**config.mk**
```make
export PLATFORM = sky130hd
export DESIGN_NAME = signal_pending_queue_unit_flat
export DESIGN_NICKNAME = d
export VERILOG_FILES = /design/src/hw/rtl/spq_pkg.sv /design/src/hw/rtl/spq_if.sv /design/src/hw/rtl/spq_front.sv /design/src/hw/rtl/spq_back.sv /design/src/hw/rtl/signal_pending_queue_unit.sv /design/src/flat_wrapper.sv
export SDC_FILE = /design/constraint.sdc
export NUM_CORES = 2
export LEC_CHECK = 0
export BUFFER_PORTS_ARGS = -buffer_cell sky130_fd_sc_hd__buf_2
export CAP_MARGIN = 20
export CORE_UTILIZATION = 30
export CTS_BUF_LIST = sky130_fd_sc_hd__clkbuf_8
export DETAILED_ROUTE_END_ITERATION = 16
export GPL_TIMING_DRIVEN = 0
export MAX_ROUTING_LAYER = met4
export PLACE_DENSITY = 0.54
export SYNTH_ARGS = -nofsm -noshare
export SYNTH_HDL_FRONTEND = slang
export SYNTH_SLANG_ARGS = --single-unit
```
**constraint.sdc**
```tcl
create_clock -name i_clk -period 11.8 [get_ports i_clk]
set_clock_uncertainty 0.15 [all_clocks]
set_input_delay 1.77 -clock i_clk [delete_from_list [all_inputs] [get_ports i_clk]]
set_output_delay 1.77 -clock i_clk [all_outputs]
set_load 0.005 [all_outputs]
```
**src/hw/rtl/spq_pkg.sv**
```systemverilog
// Shared constants, codes, types and helpers of the signal pending queue unit.
// No dependencies.
package spq_pkg;

    localparam int QUEUE_DEPTH = 16;
    localparam int NUM_SIGNALS = 64;
    localparam int QIDX_W      = $clog2(QUEUE_DEPTH);
    localparam int SIG_W       = 7;
    localparam int INFO_W      = 32;
    localparam int MASK_W      = 64;
    localparam int CI_DEPTH    = 64;
    localparam int CI_AW       = $clog2(CI_DEPTH);

    // request types
    localparam logic [2:0] REQ_RAISE = 3'd0;
    localparam logic [2:0] REQ_TAKE  = 3'd1;
    localparam logic [2:0] REQ_MASK  = 3'd2;
    localparam logic [2:0] REQ_READ  = 3'd3;
    localparam logic [2:0] REQ_CLEAR = 3'd4;

    // decoded operations
    localparam logic [2:0] OP_NOP   = 3'd0;
    localparam logic [2:0] OP_BAD   = 3'd1;
    localparam logic [2:0] OP_RAISE = 3'd2;
    localparam logic [2:0] OP_TAKE  = 3'd3;
    localparam logic [2:0] OP_MASK  = 3'd4;
    localparam logic [2:0] OP_READ  = 3'd5;
    localparam logic [2:0] OP_CLEAR = 3'd6;

    // mask modes
    localparam logic [1:0] HOW_BLOCK   = 2'd0;
    localparam logic [1:0] HOW_UNBLOCK = 2'd1;
    localparam logic [1:0] HOW_SET     = 2'd2;

    // status codes
    localparam logic [1:0] ST_OK    = 2'd0;
    localparam logic [1:0] ST_INVAL = 2'd1;
    localparam logic [1:0] ST_NOBUF = 2'd2;

    localparam logic [SIG_W-1:0] FRT_RESET = 7'd32;

    // kill (9) and stop (19) can never be blocked
    localparam logic [MASK_W-1:0] KILL_STOP_MASK = (64'd1 << 8) | (64'd1 << 18);

    typedef struct packed {
        logic [2:0]        op;
        logic [SIG_W-1:0]  signo;
        logic              ignored;
        logic [INFO_W-1:0] info;
        logic [1:0]        how;
        logic [MASK_W-1:0] operand;
        logic              use_alt;
        logic              given;
    } t_cmd;

    typedef struct packed {
        logic [1:0]        status;
        logic [SIG_W-1:0]  dsig;
        logic [INFO_W-1:0] dinfo;
        logic [MASK_W-1:0] old_mask;
        logic [MASK_W-1:0] pset;
    } t_res;

    function automatic logic [MASK_W-1:0] sig_bit(input logic [SIG_W-1:0] s);
        logic [MASK_W-1:0] b;
        b = '0;
        if (s != '0 && s <= SIG_W'(NUM_SIGNALS)) begin
            b = MASK_W'(1) << 6'(s - 7'd1);
        end
        return b;
    endfunction

    function automatic logic [QIDX_W-1:0] q_next(input logic [QIDX_W-1:0] i);
        return (i == QIDX_W'(QUEUE_DEPTH - 1)) ? '0 : i + 1'b1;
    endfunction

endpackage

```
**src/hw/rtl/spq_if.sv**
```systemverilog
// Channel interfaces: request, response and configuration write.
// Depends on spq_pkg.
interface spq_req_if import spq_pkg::*; ();
    logic              valid;
    logic              ready;
    logic [2:0]        req_type;
    logic [SIG_W-1:0]  signal_number;
    logic              handler_ignored;
    logic [INFO_W-1:0] info_word;
    logic [1:0]        mask_how;
    logic [MASK_W-1:0] mask_operand;
    logic              use_alt_mask;
    logic              mask_given;

    modport source (output valid, req_type, signal_number, handler_ignored, info_word,
                    mask_how, mask_operand, use_alt_mask, mask_given, input ready);
    modport sink   (input valid, req_type, signal_number, handler_ignored, info_word,
                    mask_how, mask_operand, use_alt_mask, mask_given, output ready);
endinterface

interface spq_rsp_if import spq_pkg::*; ();
    logic              valid;
    logic              ready;
    logic [1:0]        status;
    logic [SIG_W-1:0]  delivered_signal;
    logic [INFO_W-1:0] delivered_info;
    logic [MASK_W-1:0] old_mask;
    logic [MASK_W-1:0] pending_set;

    modport source (output valid, status, delivered_signal, delivered_info, old_mask,
                    pending_set, input ready);
    modport sink   (input valid, status, delivered_signal, delivered_info, old_mask,
                    pending_set, output ready);
endinterface

interface spq_cfg_if import spq_pkg::*; ();
    logic             valid;
    logic             ready;
    logic [SIG_W-1:0] data;

    modport source (output valid, data, input ready);
    modport sink   (input valid, data, output ready);
endinterface

```
**src/hw/rtl/spq_front.sv**
```systemverilog
// Front end: accepts request transactions, decodes them, queues two commands.
// Depends on spq_pkg and spq_req_if.
module spq_front import spq_pkg::*; (
    input  logic      i_clk,
    input  logic      i_rst_n,
    spq_req_if.sink   i_req,
    output logic      o_cmd_valid,
    output t_cmd      o_cmd,
    input  logic      i_cmd_pop
);

    t_cmd       r_fifo [2];
    logic       r_wp, r_rp;
    logic [1:0] r_cnt;
    t_cmd       dec;
    logic       push;

    always_comb begin
        dec.signo   = i_req.signal_number;
        dec.ignored = i_req.handler_ignored;
        dec.info    = i_req.info_word;
        dec.how     = i_req.mask_how;
        dec.operand = i_req.mask_operand;
        dec.use_alt = i_req.use_alt_mask;
        dec.given   = i_req.mask_given;
        unique case (i_req.req_type)
            REQ_RAISE: begin
                if (i_req.signal_number == '0) begin
                    dec.op = OP_NOP;
                end else if (i_req.signal_number > SIG_W'(NUM_SIGNALS)) begin
                    dec.op = OP_BAD;
                end else begin
                    dec.op = OP_RAISE;
                end
            end
            REQ_TAKE:  dec.op = OP_TAKE;
            REQ_MASK:  dec.op = OP_MASK;
            REQ_READ:  dec.op = OP_READ;
            REQ_CLEAR: dec.op = OP_CLEAR;
            default:   dec.op = OP_BAD;
        endcase
    end

    assign i_req.ready = (r_cnt != 2'd2);
    assign push        = i_req.valid && i_req.ready;
    assign o_cmd_valid = (r_cnt != 2'd0);
    assign o_cmd       = r_fifo[r_rp];

    always_ff @(posedge i_clk) begin
        if (push) begin
            r_fifo[r_wp] <= dec;
        end
        if (!i_rst_n) begin
            r_wp  <= 1'b0;
            r_rp  <= 1'b0;
            r_cnt <= 2'd0;
        end else begin
            if (push) begin
                r_wp <= ~r_wp;
            end
            if (i_cmd_pop) begin
                r_rp <= ~r_rp;
            end
            r_cnt <= r_cnt + 2'(push) - 2'(i_cmd_pop);
        end
    end

endmodule

```
**src/hw/rtl/spq_back.sv**
```systemverilog
// Back end: signal state, real-time ring and classic info memories, sequencer, result register.
// Depends on spq_pkg, spq_rsp_if and spq_cfg_if.
module spq_back import spq_pkg::*; (
    input  logic      i_clk,
    input  logic      i_rst_n,
    input  logic      i_cmd_valid,
    input  t_cmd      i_cmd,
    output logic      o_cmd_pop,
    spq_cfg_if.sink   i_cfg,
    spq_rsp_if.source o_rsp
);

    localparam logic [3:0] S_IDLE     = 4'd0;
    localparam logic [3:0] S_SCAN_RD  = 4'd1;
    localparam logic [3:0] S_SCAN_CHK = 4'd2;
    localparam logic [3:0] S_SH_RD    = 4'd3;
    localparam logic [3:0] S_SH_WR    = 4'd4;
    localparam logic [3:0] S_CL_BYTE  = 4'd5;
    localparam logic [3:0] S_CL_BIT   = 4'd6;
    localparam logic [3:0] S_CL_INFO  = 4'd7;
    localparam logic [3:0] S_DONE     = 4'd8;

    localparam int ENT_W = SIG_W + INFO_W;

    logic [3:0]        r_state, n_state;
    t_cmd              r_cmd, n_cmd;
    t_res              r_res, n_res;
    logic [MASK_W-1:0] r_m, n_m;
    logic [QIDX_W-1:0] r_idx, n_idx, r_j, n_j;
    logic [2:0]        r_byte, n_byte;
    logic [SIG_W-1:0]  r_frt;
    logic [MASK_W-1:0] r_mask, n_mask, r_pend, n_pend;
    logic [QIDX_W-1:0] r_head, n_head, r_tail, n_tail;
    logic              r_recheck, n_recheck;
    logic              r_out_valid;
    t_res              r_out;

    logic [ENT_W-1:0]  rt_mem [QUEUE_DEPTH];
    logic [ENT_W-1:0]  r_rt_rdata;
    logic [INFO_W-1:0] ci_mem [CI_DEPTH];
    logic [INFO_W-1:0] r_ci_rdata;

    logic              rt_we, ci_we;
    logic [QIDX_W-1:0] rt_wa, rt_ra;
    logic [ENT_W-1:0]  rt_wd;
    logic [CI_AW-1:0]  ci_wa, ci_ra;

    logic [MASK_W-1:0] ready_bits, new_mask, ent_bit;
    logic [7:0]        sel_byte;
    logic [2:0]        first_byte, first_bit;
    logic              load_out;

    assign ready_bits = r_pend & ~r_m;
    assign ent_bit    = sig_bit(r_rt_rdata[ENT_W-1:INFO_W]);
    assign sel_byte   = ready_bits[r_byte*8 +: 8];
    assign rt_ra      = (r_state == S_SH_RD) ? r_j : r_idx;
    assign ci_ra      = {r_byte, first_bit};

    always_comb begin
        first_byte = '0;
        for (int k = 7; k >= 0; k--) begin
            if (ready_bits[k*8 +: 8] != '0) begin
                first_byte = 3'(k);
            end
        end
        first_bit = '0;
        for (int k = 7; k >= 0; k--) begin
            if (sel_byte[k]) begin
                first_bit = 3'(k);
            end
        end
    end

    always_comb begin
        case (i_cmd.how)
            HOW_BLOCK:   new_mask = r_mask | i_cmd.operand;
            HOW_UNBLOCK: new_mask = r_mask & ~i_cmd.operand;
            HOW_SET:     new_mask = i_cmd.operand;
            default:     new_mask = r_mask;
        endcase
        new_mask = new_mask & ~KILL_STOP_MASK;
    end

    always_comb begin
        n_state   = r_state;
        n_cmd     = r_cmd;
        n_res     = r_res;
        n_m       = r_m;
        n_idx     = r_idx;
        n_j       = r_j;
        n_byte    = r_byte;
        n_mask    = r_mask;
        n_pend    = r_pend;
        n_head    = r_head;
        n_tail    = r_tail;
        n_recheck = r_recheck;
        o_cmd_pop = 1'b0;
        rt_we     = 1'b0;
        rt_wa     = r_tail;
        rt_wd     = {i_cmd.signo, i_cmd.info};
        ci_we     = 1'b0;
        ci_wa     = CI_AW'(i_cmd.signo - 7'd1);
        load_out  = 1'b0;

        unique case (r_state)
            S_IDLE: begin
                if (i_cmd_valid) begin
                    o_cmd_pop      = 1'b1;
                    n_cmd          = i_cmd;
                    n_res          = '0;
                    n_res.old_mask = r_mask;
                    n_m            = i_cmd.use_alt ? i_cmd.operand : r_mask;
                    n_idx          = r_head;
                    n_state        = S_DONE;
                    unique case (i_cmd.op)
                        OP_NOP: ;
                        OP_BAD: n_res.status = ST_INVAL;
                        OP_RAISE: begin
                            n_recheck = 1'b1;
                            if (!i_cmd.ignored) begin
                                if (i_cmd.signo < r_frt) begin
                                    n_pend = r_pend | sig_bit(i_cmd.signo);
                                    ci_we  = 1'b1;
                                end else if (q_next(r_tail) == r_head) begin
                                    n_res.status = ST_NOBUF;
                                end else begin
                                    rt_we  = 1'b1;
                                    n_tail = q_next(r_tail);
                                end
                            end
                        end
                        OP_TAKE: begin
                            if (r_recheck || i_cmd.use_alt) begin
                                n_state = S_SCAN_RD;
                            end
                        end
                        OP_MASK: begin
                            if (i_cmd.given) begin
                                n_mask = new_mask;
                                if (i_cmd.how != HOW_BLOCK && i_cmd.how != HOW_UNBLOCK &&
                                    i_cmd.how != HOW_SET) begin
                                    n_res.status = ST_INVAL;
                                end
                                if ((r_mask & ~new_mask) != '0) begin
                                    n_recheck = 1'b1;
                                end
                            end
                        end
                        OP_READ: begin
                            n_res.pset = r_pend;
                            n_state    = S_SCAN_RD;
                        end
                        OP_CLEAR: begin
                            n_pend = '0;
                            n_head = '0;
                            n_tail = '0;
                        end
                        default: n_res.status = ST_INVAL;
                    endcase
                end
            end
            S_SCAN_RD: begin
                if (r_idx == r_tail) begin
                    n_state = (r_cmd.op == OP_TAKE) ? S_CL_BYTE : S_DONE;
                end else begin
                    n_state = S_SCAN_CHK;
                end
            end
            S_SCAN_CHK: begin
                n_state = S_SCAN_RD;
                n_idx   = q_next(r_idx);
                if (r_cmd.op == OP_READ) begin
                    n_res.pset = r_res.pset | ent_bit;
                end else if ((r_m & ent_bit) == '0) begin
                    n_res.dsig  = r_rt_rdata[ENT_W-1:INFO_W];
                    n_res.dinfo = r_rt_rdata[INFO_W-1:0];
                    if (r_idx == r_head) begin
                        n_head  = q_next(r_head);
                        n_state = S_DONE;
                    end else begin
                        // close the gap: pull later entries down one slot
                        n_idx   = r_idx;
                        n_j     = q_next(r_idx);
                        n_state = S_SH_RD;
                    end
                end
            end
            S_SH_RD: begin
                if (r_j == r_tail) begin
                    n_tail  = r_idx;
                    n_state = S_DONE;
                end else begin
                    n_state = S_SH_WR;
                end
            end
            S_SH_WR: begin
                rt_we   = 1'b1;
                rt_wa   = r_idx;
                rt_wd   = r_rt_rdata;
                n_idx   = r_j;
                n_j     = q_next(r_j);
                n_state = S_SH_RD;
            end
            S_CL_BYTE: begin
                if (ready_bits == '0) begin
                    n_recheck = 1'b0;
                    n_state   = S_DONE;
                end else begin
                    n_byte  = first_byte;
                    n_state = S_CL_BIT;
                end
            end
            S_CL_BIT: begin
                n_pend     = r_pend & ~(MASK_W'(1) << {r_byte, first_bit});
                n_res.dsig = SIG_W'({r_byte, first_bit}) + 7'd1;
                n_state    = S_CL_INFO;
            end
            S_CL_INFO: begin
                n_res.dinfo = r_ci_rdata;
                n_state     = S_DONE;
            end
            S_DONE: begin
                if (!r_out_valid || o_rsp.ready) begin
                    load_out = 1'b1;
                    n_state  = S_IDLE;
                end
            end
            default: n_state = S_IDLE;
        endcase
    end

    always_ff @(posedge i_clk) begin
        if (rt_we) begin
            rt_mem[rt_wa] <= rt_wd;
        end
        r_rt_rdata <= rt_mem[rt_ra];
        if (ci_we) begin
            ci_mem[ci_wa] <= i_cmd.info;
        end
        r_ci_rdata <= ci_mem[ci_ra];
    end

    always_ff @(posedge i_clk) begin
        r_cmd  <= n_cmd;
        r_res  <= n_res;
        r_m    <= n_m;
        r_idx  <= n_idx;
        r_j    <= n_j;
        r_byte <= n_byte;
        if (load_out) begin
            r_out <= r_res;
        end
        if (!i_rst_n) begin
            r_state     <= S_IDLE;
            r_frt       <= FRT_RESET;
            r_mask      <= '0;
            r_pend      <= '0;
            r_head      <= '0;
            r_tail      <= '0;
            r_recheck   <= 1'b0;
            r_out_valid <= 1'b0;
        end else begin
            r_state   <= n_state;
            r_mask    <= n_mask;
            r_pend    <= n_pend;
            r_head    <= n_head;
            r_tail    <= n_tail;
            r_recheck <= n_recheck;
            if (i_cfg.valid) begin
                r_frt <= i_cfg.data;
            end
            if (load_out) begin
                r_out_valid <= 1'b1;
            end else if (o_rsp.ready) begin
                r_out_valid <= 1'b0;
            end
        end
    end

    assign i_cfg.ready            = 1'b1;
    assign o_rsp.valid            = r_out_valid;
    assign o_rsp.status           = r_out.status;
    assign o_rsp.delivered_signal = r_out.dsig;
    assign o_rsp.delivered_info   = r_out.dinfo;
    assign o_rsp.old_mask         = r_out.old_mask;
    assign o_rsp.pending_set      = r_out.pset;

endmodule

```
**src/hw/rtl/signal_pending_queue_unit.sv**
```systemverilog
// Signal pending queue unit: block mask, classic pending bits, real-time ring.
// Raise, mask, clear, no-op and bad requests, and a take with nothing to recheck, go to the response.
// Read pending walks the whole ring. Take walks the ring to the first unblocked entry and moves
// each later entry down a slot if it was not the head; with none in the ring it tries classic bits.
// The back end works on one request at a time; the front queue holds two more; stalls add directly.
// Reset (sync, active low) clears mask, pending bits, ring pointers, response; config 32.
module signal_pending_queue_unit import spq_pkg::*; (
    input  logic      i_clk,
    input  logic      i_rst_n,
    spq_req_if.sink   i_req,
    spq_cfg_if.sink   i_cfg,
    spq_rsp_if.source o_rsp
);

    // decoded commands from the front queue to the sequencer
    logic cmd_valid;
    logic cmd_pop;
    t_cmd cmd;

    // front: takes the request transaction, decodes raise validity and type
    spq_front u_front (
        .i_clk       (i_clk),
        .i_rst_n     (i_rst_n),
        .i_req       (i_req),
        .o_cmd_valid (cmd_valid),
        .o_cmd       (cmd),
        .i_cmd_pop   (cmd_pop)
    );

    // back: owns all signal state, walks the ring, registers the response
    spq_back u_back (
        .i_clk       (i_clk),
        .i_rst_n     (i_rst_n),
        .i_cmd_valid (cmd_valid),
        .i_cmd       (cmd),
        .o_cmd_pop   (cmd_pop),
        .i_cfg       (i_cfg),
        .o_rsp       (o_rsp)
    );

endmodule

```
**src/flat_wrapper.sv**
```systemverilog
// flat-port wrapper written by rule: the top's interface ports become plain ports
module signal_pending_queue_unit_flat import spq_pkg::*;
  (i_clk, i_rst_n, i_req_valid, i_req_req_type, i_req_signal_number, i_req_handler_ignored, i_req_info_word, i_req_mask_how, i_req_mask_operand, i_req_use_alt_mask, i_req_mask_given, i_req_ready, i_cfg_valid, i_cfg_data, i_cfg_ready, o_rsp_valid, o_rsp_status, o_rsp_delivered_signal, o_rsp_delivered_info, o_rsp_old_mask, o_rsp_pending_set, o_rsp_ready);
  spq_req_if i_req_i ();
  spq_cfg_if i_cfg_i ();
  spq_rsp_if o_rsp_i ();
  input  logic i_clk;
  input  logic i_rst_n;
  input wire logic [$bits(i_req_i.valid)-1:0] i_req_valid;
  input wire logic [$bits(i_req_i.req_type)-1:0] i_req_req_type;
  input wire logic [$bits(i_req_i.signal_number)-1:0] i_req_signal_number;
  input wire logic [$bits(i_req_i.handler_ignored)-1:0] i_req_handler_ignored;
  input wire logic [$bits(i_req_i.info_word)-1:0] i_req_info_word;
  input wire logic [$bits(i_req_i.mask_how)-1:0] i_req_mask_how;
  input wire logic [$bits(i_req_i.mask_operand)-1:0] i_req_mask_operand;
  input wire logic [$bits(i_req_i.use_alt_mask)-1:0] i_req_use_alt_mask;
  input wire logic [$bits(i_req_i.mask_given)-1:0] i_req_mask_given;
  output wire logic [$bits(i_req_i.ready)-1:0] i_req_ready;
  input wire logic [$bits(i_cfg_i.valid)-1:0] i_cfg_valid;
  input wire logic [$bits(i_cfg_i.data)-1:0] i_cfg_data;
  output wire logic [$bits(i_cfg_i.ready)-1:0] i_cfg_ready;
  output wire logic [$bits(o_rsp_i.valid)-1:0] o_rsp_valid;
  output wire logic [$bits(o_rsp_i.status)-1:0] o_rsp_status;
  output wire logic [$bits(o_rsp_i.delivered_signal)-1:0] o_rsp_delivered_signal;
  output wire logic [$bits(o_rsp_i.delivered_info)-1:0] o_rsp_delivered_info;
  output wire logic [$bits(o_rsp_i.old_mask)-1:0] o_rsp_old_mask;
  output wire logic [$bits(o_rsp_i.pending_set)-1:0] o_rsp_pending_set;
  input wire logic [$bits(o_rsp_i.ready)-1:0] o_rsp_ready;
  assign i_req_i.valid = i_req_valid;
  assign i_req_i.req_type = i_req_req_type;
  assign i_req_i.signal_number = i_req_signal_number;
  assign i_req_i.handler_ignored = i_req_handler_ignored;
  assign i_req_i.info_word = i_req_info_word;
  assign i_req_i.mask_how = i_req_mask_how;
  assign i_req_i.mask_operand = i_req_mask_operand;
  assign i_req_i.use_alt_mask = i_req_use_alt_mask;
  assign i_req_i.mask_given = i_req_mask_given;
  assign i_req_ready = i_req_i.ready;
  assign i_cfg_i.valid = i_cfg_valid;
  assign i_cfg_i.data = i_cfg_data;
  assign i_cfg_ready = i_cfg_i.ready;
  assign o_rsp_valid = o_rsp_i.valid;
  assign o_rsp_status = o_rsp_i.status;
  assign o_rsp_delivered_signal = o_rsp_i.delivered_signal;
  assign o_rsp_delivered_info = o_rsp_i.delivered_info;
  assign o_rsp_old_mask = o_rsp_i.old_mask;
  assign o_rsp_pending_set = o_rsp_i.pending_set;
  assign o_rsp_i.ready = o_rsp_ready;
  signal_pending_queue_unit u_core (.i_clk(i_clk), .i_rst_n(i_rst_n), .i_req(i_req_i), .i_cfg(i_cfg_i), .o_rsp(o_rsp_i));
endmodule
```
==> impl_metrics.ini <==
[run_status]
outcome = finished with violations
violations = max-slew violations

[yosys]
yosysUniqueCellTypes = 90
yosys.area.top_type_share_pct = 71.1
synth_area_leader_cell = sky130_fd_sc_hd__edfxtp_1
post_synth_instance_area_sq_um = 140000
ys_seq_area_share_pct = 74.3
syn-instance-count = 8621
postSynthAreaPerCell_sq_um = 16.2
synth-seq-cells = 3529
synthTopCellsByArea = sky130_fd_sc_hd__edfxtp_1 (71%), sky130_fd_sc_hd__mux4_2 (4.8%), sky130_fd_sc_hd__dfxtp_1 (3.2%), sky130_fd_sc_hd__mux2i_1 (1.8%), sky130_fd_sc_hd__a21oi_1 (1.6%)
synthFlopType = sky130_fd_sc_hd__edfxtp_1
synth_edf_count = 3306
async_reset_ff_share_pct = 0
ys_warn_count = 0

[clock_network]
cts_tree = built
htree_num_levels = 6
cts.reportedPaths.clkPinSlew_ns = 0.06
cts_root_buf = sky130_fd_sc_hd__clkbuf_8
cts_hold_buffers = 0
cts-resized-gates = 0
clock_sink_count = 3529
cts-buffers-inserted = 593
post-cts-setup-buffers = 0
clockBufferDepth = 4
clk-insertion-delay-late_ns = 1.22

[power]
sw_frac_of_total_pct = 30.5
share_clk_of_total_power_pct = 32.1
power.ir.vdd_worst_v = 0.000189
power_report.internal_total_mw = 22.1
total_switching_power_mw = 9.72
share_comb_of_total_power_pct = 16.8
power.density_cell_area_nw_per_um2 = 193
power.share.sequential_pct = 51.1
cellLeakagePower_nw = 53.8

[global_routing]
number_of_global_route_vias_before_repair = 86400
antenna_found_initial = 99
maximum_number_of_pins_on_one_net_before_global_route_repair = 79
grt_pass1_wl_mm = 694
grt_overflow = 0
groute.usage.overall_pct = 21.6

[floorplan]
placementRows = 250
ios = 295
initial_utilization_pct = 30.1
area_of_the_core_sq_um = 464000
dieHeight_um = 684
total_die_area_sq_um = 468000
die_w_um = 684

[sta]
max_slew.worst_pin.slew_ns = 1.58
setup_viol = 0
slew-limit-headroom_pct = -5.66
finalHoldViolCount = 0
period_minus_slack_ns = 7.32
post_route_worst_setup_slack_ns = 4.48
fmax_mhz = 137
tcrit_tclk_final_pct = 62.1
rsz0062_at_grt = no
slew_violations = 1

[place]
dp_slack_ns = 4.68
detailedPlacementHpwl_mm = 369
placed_cells_incl_taps = 15300
weighted_congestion_at_the_end_of_routability_driven_global_placement = 0.994
buffer_ports.inserted = 289

[critical_path]
path_common_cell = sky130_fd_sc_hd__buf_2
r2r_setup_slack_ns = 4.48
crit_buf_inv = 6
timing.critical_path.to_type = flop
required_ns = 12.71
crit_path_max_incr_delay_ns = 1.34
critical_path.slowest_cell = sky130_fd_sc_hd__a221oi_1
timing.critical_path.arrival_ns = 8.24
worstPathMaxFanout = 10
crit_family = compound AO/OA/AOI/OAI gates
crit_type = reg -> reg
start_kind = flop
timing.critical_path.cells = buf_2 -> buf_2 -> mux4_2 -> buf_2 -> nand3_1 -> o31a_1 -> clkbuf_1 -> buf_8 -> clkbuf_1 -> o221ai_1 -> a221oi_1 -> a21oi_1 -> a221oi_1 -> a31o_1

[finish]
synthToLayoutAreaGrowth_pct = 17.9
fillers = 44100
finish.cell_count_without_fillers = 16400
layout_commonest_cell = sky130_fd_sc_hd__edfxtp_1
most-common-layout-cells = sky130_fd_sc_hd__edfxtp_1 (3306), sky130_fd_sc_hd__clkbuf_8 (626), sky130_fd_sc_hd__nand2_1 (488), sky130_fd_sc_hd__clkbuf_1 (472), sky130_fd_sc_hd__a21oi_1 (452)
multi_input_gate_area_sq_um = 34000
seq_area_sq_um = 104000
layout-drive-gt1-share_pct = 19.5
fin_nets = 9853

[min_path]
holdCritPathClass = reg -> reg

[job]
timing.max_cap.violations = 0

[drt]
detailroute.via_count = 89000
drtIter0Drc = 11700
remaining_drc_errors = 0
drtAntennaViolNets = 0
routed_wirelength_mm = 511
post_dr_vias_cell = 5.42
post_drt_wl_per_cell_um = 31.1
count_of_tritonroute_iterations_in_the_first_routing_pass = 6
[Yosys cell counts, drive strengths merged, types with 20 or more instances]
master,count
nor2,397
a31o,20
nand4,24
o211ai,23
a31oi,197
a211oi,92
ha,23
a21boi,51
nand2,488
o31ai,72
inv,48
a22o,59
a21o,98
mux2,174
o221ai,161
nor3,25
edfxtp,3306
clkbuf,476
a21oi,458
dfxtp,223
nor4,23
and3,88
nor2b,70
xnor2,22
mux2i,257
nand3,271
a311oi,35
o21ai,397
a22oi,97
a211o,51
a2111oi,50
mux4,299
or2,57
a221oi,77
buf,151
and2,51
a222oi,22
[cell families after synthesis]
group | synth area share, %
flip-flops | 74.3
XOR/XNOR | 0.226
AO/OA/AOI/OAI | 10.0
other | 0.00538
buffers and inverters | 2.02
multiplexers | 8.08
adder cells (fa/ha/maj) | 0.206
AND/OR/NAND/NOR | 5.16
[cell type report]
type / instances / area share, %
Clock buffer: 625 / 5.22
Buffer: 627 / 1.60
Inverter: 49 / 0.118
Tap cell: 6174 / 4.69
Multi-Input combinational cell: 4417 / 20.6
Sequential cell: 3529 / 63.0
Timing Repair Buffer: 490 / 3.20
Clock inverter: 442 / 1.39
Antenna cell: 69 / 0.105
[power by group through the flow]
stage / clock network [mW] / registers [mW] / logic (mW)
global placement: 0 / 16.8 / 4.73
CTS: 10.4 / 16.2 / 5.26
detailed placement: 0 / 16.5 / 5.25
finish: 10.2 / 16.3 / 5.34
global route: 10.9 / 16.3 / 5.59
floorplan: 0 / 16.1 / 2.58
[sequential cells by signal, indices dropped and copies added, names as in the netlist, 3 cells and up, named ones only]
| register | flops |
|---|---|
| u_core.u_back.ci_mem | 2048 |
| u_core.u_back.rt_mem | 624 |
| u_core.u_front.r_fifo | 222 |
| u_core.u_back.r_res | 167 |
| u_core.u_back.o_rsp.pending_set | 64 |
| u_core.u_back.r_m | 64 |
| u_core.u_back.r_pend | 64 |
| u_core.u_back.o_rsp.old_mask | 62 |
| u_core.u_back.r_mask | 62 |
| u_core.u_back.r_rt_rdata | 39 |
| u_core.u_back.o_rsp.delivered_info | 32 |
| u_core.u_back.r_ci_rdata | 32 |
| u_core.u_back.o_rsp.delivered_signal | 7 |
| u_core.u_back.r_frt | 7 |
| u_core.u_back.r_head | 4 |
| u_core.u_back.r_idx | 4 |
| u_core.u_back.r_j | 4 |
| u_core.u_back.r_state | 4 |
| u_core.u_back.r_tail | 4 |
| u_core.u_back.r_byte | 3 |
| u_core.u_back.r_cmd | 3 |
[per-stage QoR]
| step | hold WS, ns | setup TNS (ns) | power (mW) | area, sq um | util (%) |
|---|---|---|---|---|---|
| final | 0.195 | 0 | 31.9 | 165000 | 35.5 |
| after global routing | 0.219 | 0 | 32.8 | 165000 | 35.5 |
| after CTS | 0.221 | 0 | 31.9 | 164000 | 35.4 |
| after detailed placement | 0.255 | 0 | 21.7 | 153000 | 33.1 |
| after global placement | 0.255 | -451.12 | 21.5 | 149000 | 32.1 |
| after floorplan | 0.250 | 0 | 18.7 | 140000 | - |
[final timing paths]
| path | to | start | cells after the start |
|---|---|---|---|
| max | u_core.u_back.r_ci_rdata[27] | u_core.u_back.r_byte[2] | 14 |
| min | u_core.u_back.o_rsp.old_mask[46] | u_core.u_back.r_res[110] | 0 |
| max reg2reg | u_core.u_back.r_ci_rdata[27] | u_core.u_back.r_byte[2] | 14 |
| min reg2reg | u_core.u_back.o_rsp.old_mask[46] | u_core.u_back.r_res[110] | 0 |
[metal layers]
metal,vias to the layer above,wire (um),part of all wire (%),GRT usage (%)
li1,36900,-,-,-
met1,46400,206000,40,28.2
met2,4817,233000,46,32.5
met3,961,45300,8.9,4.28
met4,0,25500,5.0,9.87
met5,-,0,0,-
Power figures use the tool's default switching activity.
